### config.mk
export PLATFORM = sky130hd
export DESIGN_NAME = dq_ctrl
export DESIGN_NICKNAME = d
export VERILOG_FILES = /design/src/sv/dq_pkg.sv /design/src/sv/dq_ctrl.sv
export SDC_FILE = /design/constraint.sdc
export NUM_CORES = 1
export LEC_CHECK = 0
export BUFFER_PORTS_ARGS = -buffer_cell sky130_fd_sc_hd__buf_4
export CORE_UTILIZATION = 40
export DETAILED_ROUTE_END_ITERATION = 6
export HOLD_SLACK_MARGIN = 0.06
export PLACE_DENSITY = 0.66
export REMOVE_ABC_BUFFERS = 1
export SLEW_MARGIN = 20
export SYNTH_ARGS = -nofsm -noshare
export SYNTH_HDL_FRONTEND = slang
export SYNTH_SLANG_ARGS = --single-unit
### constraint.sdc
create_clock -name clk -period 2.81 [get_ports clk]
set_clock_uncertainty 0.1 [all_clocks]
set_input_delay 0.4215 -clock clk [delete_from_list [all_inputs] [get_ports clk]]
set_output_delay 0.4215 -clock clk [all_outputs]
set_load 0.01 [all_outputs]
### src/sv/dq_pkg.sv
`timescale 1ns / 1ps

package dq_pkg;

  localparam int WordWidth = 32;
  localparam int CmdWidth  = 3;

  typedef enum logic [CmdWidth-1:0] {
    CMD_PUSH_FRONT = 3'd0,
    CMD_PUSH_BACK  = 3'd1,
    CMD_POP_FRONT  = 3'd2,
    CMD_POP_BACK   = 3'd3,
    CMD_FRONT      = 3'd4,
    CMD_BACK       = 3'd5,
    CMD_SIZE       = 3'd6,
    CMD_EMPTY      = 3'd7
  } cmd_t;

  localparam logic signed [WordWidth-1:0] EmptyAnswer = -32'sd1;

  typedef struct packed {
    logic [CmdWidth-1:0]         command;
    logic signed [WordWidth-1:0] push_value;
  } item_t;

  typedef struct packed {
    logic signed [WordWidth-1:0] answer;
    logic                        rejected;
  } result_t;

  // Strobes of one memory access; the addresses travel beside them.
  typedef struct packed {
    logic wen;
    logic ren;
  } mem_ctl_t;

  // What the controller tells the output stage about the result of this cycle.
  typedef struct packed {
    logic    valid;
    logic    use_mem;
    result_t imm;
  } res_ctl_t;

endpackage

### src/sv/dq_ctrl.sv
`timescale 1ns / 1ps

module dq_ctrl #(
  parameter int Capacity = 1024,
  parameter int PtrWidth = 10,
  parameter int CntWidth = 11
) (
  input  logic                  clk,
  input  logic                  rst,
  input  logic                  accept,
  input  dq_pkg::item_t         item,
  output dq_pkg::mem_ctl_t      mem_ctl,
  output logic [PtrWidth-1:0]   waddr,
  output logic [PtrWidth-1:0]   raddr,
  output dq_pkg::res_ctl_t      res,
  output logic [CntWidth-1:0]   count
);
  import dq_pkg::*;

  localparam logic [CntWidth:0] CapWide = (CntWidth+1)'(Capacity);

  logic [PtrWidth-1:0] head;
  logic [PtrWidth-1:0] head_next;
  logic [CntWidth-1:0] count_next;
  res_ctl_t            res_next;
  logic                empty;
  logic                full;

  // Circular add: base is below the capacity and offset at most the capacity,
  // so a single conditional subtract brings the sum back in range.
  function automatic logic [PtrWidth-1:0] wrap_add(logic [PtrWidth-1:0] base,
                                                   logic [CntWidth-1:0] offset);
    logic [CntWidth:0] sum;
    sum = (CntWidth+1)'(base) + (CntWidth+1)'(offset);
    if (sum >= CapWide) begin
      sum = sum - CapWide;
    end
    return sum[PtrWidth-1:0];
  endfunction

  assign empty = (count == '0);
  assign full  = (count == CntWidth'(Capacity));

  always_comb begin
    head_next    = head;
    count_next   = count;
    mem_ctl      = '0;
    waddr        = wrap_add(head, count);
    raddr        = head;
    res_next     = '0;
    if (accept) begin
      unique case (cmd_t'(item.command))
        CMD_PUSH_FRONT, CMD_PUSH_BACK: begin
          if (full) begin
            res_next.valid        = 1'b1;
            res_next.imm.rejected = 1'b1;
          end else begin
            mem_ctl.wen = 1'b1;
            count_next  = count + 1'b1;
            if (cmd_t'(item.command) == CMD_PUSH_FRONT) begin
              head_next = (head == '0) ? PtrWidth'(Capacity - 1) : head - 1'b1;
              waddr     = head_next;
            end
          end
        end
        CMD_POP_FRONT, CMD_POP_BACK, CMD_FRONT, CMD_BACK: begin
          res_next.valid = 1'b1;
          if (empty) begin
            res_next.imm.answer = EmptyAnswer;
          end else begin
            mem_ctl.ren      = 1'b1;
            res_next.use_mem = 1'b1;
            if (cmd_t'(item.command) == CMD_POP_BACK ||
                cmd_t'(item.command) == CMD_BACK) begin
              raddr = wrap_add(head, count - 1'b1);
            end
            if (cmd_t'(item.command) == CMD_POP_FRONT) begin
              head_next  = wrap_add(head, CntWidth'(1));
              count_next = count - 1'b1;
            end else if (cmd_t'(item.command) == CMD_POP_BACK) begin
              count_next = count - 1'b1;
            end
          end
        end
        CMD_SIZE: begin
          res_next.valid      = 1'b1;
          res_next.imm.answer = WordWidth'(count);
        end
        CMD_EMPTY: begin
          res_next.valid      = 1'b1;
          res_next.imm.answer = WordWidth'(empty);
        end
        default: begin
          res_next = '0;
        end
      endcase
    end
  end

  always_ff @(posedge clk) begin
    if (rst) begin
      head      <= '0;
      count     <= '0;
      res.valid <= 1'b0;
    end else begin
      head      <= head_next;
      count     <= count_next;
      res.valid <= res_next.valid;
    end
    res.use_mem <= res_next.use_mem;
    res.imm     <= res_next.imm;
  end

endmodule

==> results.cfg <==
[detailed_routing]
wirelength_um = 10600
vias = 3640
final_antenna_net_count = 0
remaining_drc_errors = 0
drtIter0Drc = 233
firstDrtPassIters = 5
drt-vias-per-instance = 5.59
wl_per_cell_um = 16.3

[timing]
tightest_slew_ps = 719
fin_ws_ps = -586
period_minus_slack_ps = 3400
min_period_over_period_pct = 121
slew_headroom_pct = 52.1
finalSetupViolCount = 20
rsz0062_at_grt = yes
drv_slew = 0
whs_ps = 315
hold_viol_final = 0
fmax_ghz = 0.294

[cells_and_area]
area_growth_pct = 41.3
antenna_cells = 0
drive_gt1_share_pct = 39.0
nets = 615
final_cells = 651

[synth]
synth_area_leaders = dfxtp_1 22%, ha_1 10%, nand2_1 6.4%
yosys.cell_count.top_type = nand2_1
synth_edf_count = 0
yosys.area.top_type = dfxtp_1
ys_async_sr_fraction_pct = 0
yosys_most_used_dff = dfxtp_1
yosysWarnings = 0
syn_avg_cell_area_um2 = 7.39
postSynthCellCount = 451
yosysSeqAreaShare_pct = 21.6
synth_top_area_share_pct = 21.6
netlist_area_um2 = 3330
synth_cell_type_count = 61
yosys-top-cells-count = 57 x nand2_1, 41 x nor2_1, 38 x a21oi_1, 36 x dfxtp_1, 33 x o21ai_0
yosys_register_bits = 36

[setup_path]
cp_cell_sequence = or4_4, nor2_4, xor2_2, ha_4, nor3_1, nor2_2, o2111ai_2, a21oi_1, o21ba_2, xor2_1, buf_4
crit_family = simple AND/OR/NAND/NOR gates
timing.critical_path.buf_inv = 1
crit_path_top_delay_cell = or4_4
cp.required_ps = 2290
cp_slowest_stage_delay_ps = 590
reg2reg_depth = 9
worst-path-max-fanout = 4
r2r_end = head[3]
critPathKind = register to output port
cp-end-kind = output port
rr_startpoint = count[0]
rrSetupSlack_ps = 260
arrival_ps = 2870
cp-start-kind = register

[global_route]
grt-ovfl-total = 0
antenna_found_initial = 0
grt_pass1_wl_um = 16400
grt_max_degree = 32
track_usage_pct = 23.8
grt_pass1_vias = 3257

[floorplan]
die_area_um2 = 8700
die_w_um = 93.3
core_um2 = 7890
io_pins = 106
initial_utilization_pct = 42.2
fp.dieH_um = 93.3
rows = 32

[min_path]
hold_path_startpoint = accept
min_path_cells = 3
hold_path.class = input pin to register
min_to = res[0]

[place]
io_buffers = 73
dp.cells = 636
dp_hpwl_um = 7490
gp_congestion = 0.882
pre_cts_ws_ps = -334

[pwr]
finalPower_w = 0.00234
power.leakage_nw = 2.16
p_per_area_nw_per_um2 = 497
ir_worst_vdd_uv = 192

[run_status]
outcome = finished, violations left
violations = negative setup slack

[clock_network]
clock_latency_ps = 310
htreeDepth = 2
cts_tree = built
cts_made_buffers = 5
clockBufferDepth = 2
path_clk_slew_ps = 80
cts_sinks = 36
clockRootBuffer = clkbuf_8

[run]
cap_violations = 0
-- flip-flops by register name, indices dropped and copies added (netlist names) --
signal and cells:
head 10, res 15, count 11
-- routing by layer --
metal  vias up  share of wire (%)  track usage, %  wire length (µm)
met3        15                5.5            1.95               580
li1       1765                  -               -                 -
met4         0                1.8            6.92               187
met1      1725                 44            32.3              4670
met5         -                  0               0                 0
met2       135                 49            40.1              5160
-- what timing repair did --
item	4_1_cts	5_1_grt
hold buffers	0	0
gates resized for setup	47	34
pin swaps	12	7
setup endpoints to repair	20	20
cloned	1	0
buffers inserted	2	4
-- final cells by class --
type | count | area [µm²]
fillers | 687 | 3180
clock buffers | 5 | 68.8
inverters | 13 | 53.8
multi-input cells | 354 | 2590
well taps | 102 | 128
repair buffers | 138 | 1100
clock inverters | 3 | 46.3
flip-flops and latches | 36 | 722
-- logic make-up (layout without fill, tap and decap cells) --
group | count (synthesis) | in the layout | share of synthesized area [%]
and+or+nand+nor | 172 | 172 | 25.2
AOI/OAI and AO/OA | 113 | 113 | 21.2
buffers and inverters | 61 | 159 | 9.62
DFF | 36 | 36 | 21.6
xor gates and xnor gates | 33 | 33 | 8.68
adders and majority gates | 29 | 29 | 11.3
muxes | 7 | 7 | 2.25
-- cells in the final DEF, fill, tap and decap left out, types with 3 or more instances in the layout --
cell type	Yosys	routed
mux2i_1	3	3
xnor2_1	11	10
buf_4	21	130
nor2_2	0	3
or3_1	10	8
o21ai_1	0	6
buf_6	1	5
a21oi_1	38	34
ha_4	0	4
ha_2	0	4
nand2_1	57	54
a21o_1	6	6
o22ai_1	5	3
a211oi_1	5	4
nor2b_1	6	4
o21ai_2	0	4
or2_2	3	3
nor2_1	41	37
a31o_2	3	3
nand4_1	5	5
clkbuf_8	0	5
nand3_1	9	9
nor3_2	1	3
dfxtp_1	36	35
o21ai_0	33	23
nor4_1	6	6
ha_1	27	19
nor3_1	15	11
nand2b_1	4	4
xor2_1	22	20
inv_1	12	9
-- worst max path at each step --
stage / slack [ps] / cells past startpoint / startpoint / end
2_1_floorplan: -820 / 7 / item[33] / raddr[9]
3_3_place_gp: -280 / 9 / count[1] / raddr[9]
3_5_place_dp: -330 / 9 / count[0] / raddr[9]
4_1_cts: -490 / 10 / count[0] / raddr[9]
5_1_grt: -660 / 11 / count[0] / raddr[9]
6_report: -590 / 11 / count[0] / raddr[9]
-- worst reg2reg max path: stages, from the launching register on --
cell      delay [ps]
dfxtp_1          320
buf_4            150
inv_4             70
buf_6            120
ha_1             130
or3b_4           420
o41a_1           450
o221ai_2         270
a21oi_1          140
a311oi_1         310
-- per-stage QoR --
| step | setup TNS (ps) | util, % | area, µm² |
|---|---|---|---|
| after floorplan | -6660 | - | 3060 |
| after global placement | -1190 | 53.0 | 4180 |
| after global routing | -5760 | 59.7 | 4710 |
| after CTS | -4520 | 57.5 | 4530 |
| final | -4240 | 59.7 | 4710 |
| after detailed placement | -1590 | 53.0 | 4180 |
-- power by group --
part / total [W] / switching, W / internal, W
logic: 0.00125 / 0.000648 / 0.000606
clock network: 0.000494 / 0.000226 / 0.000268
registers: 0.000592 / 0.0000395 / 0.000552
(Power assumes the default switching activity.)
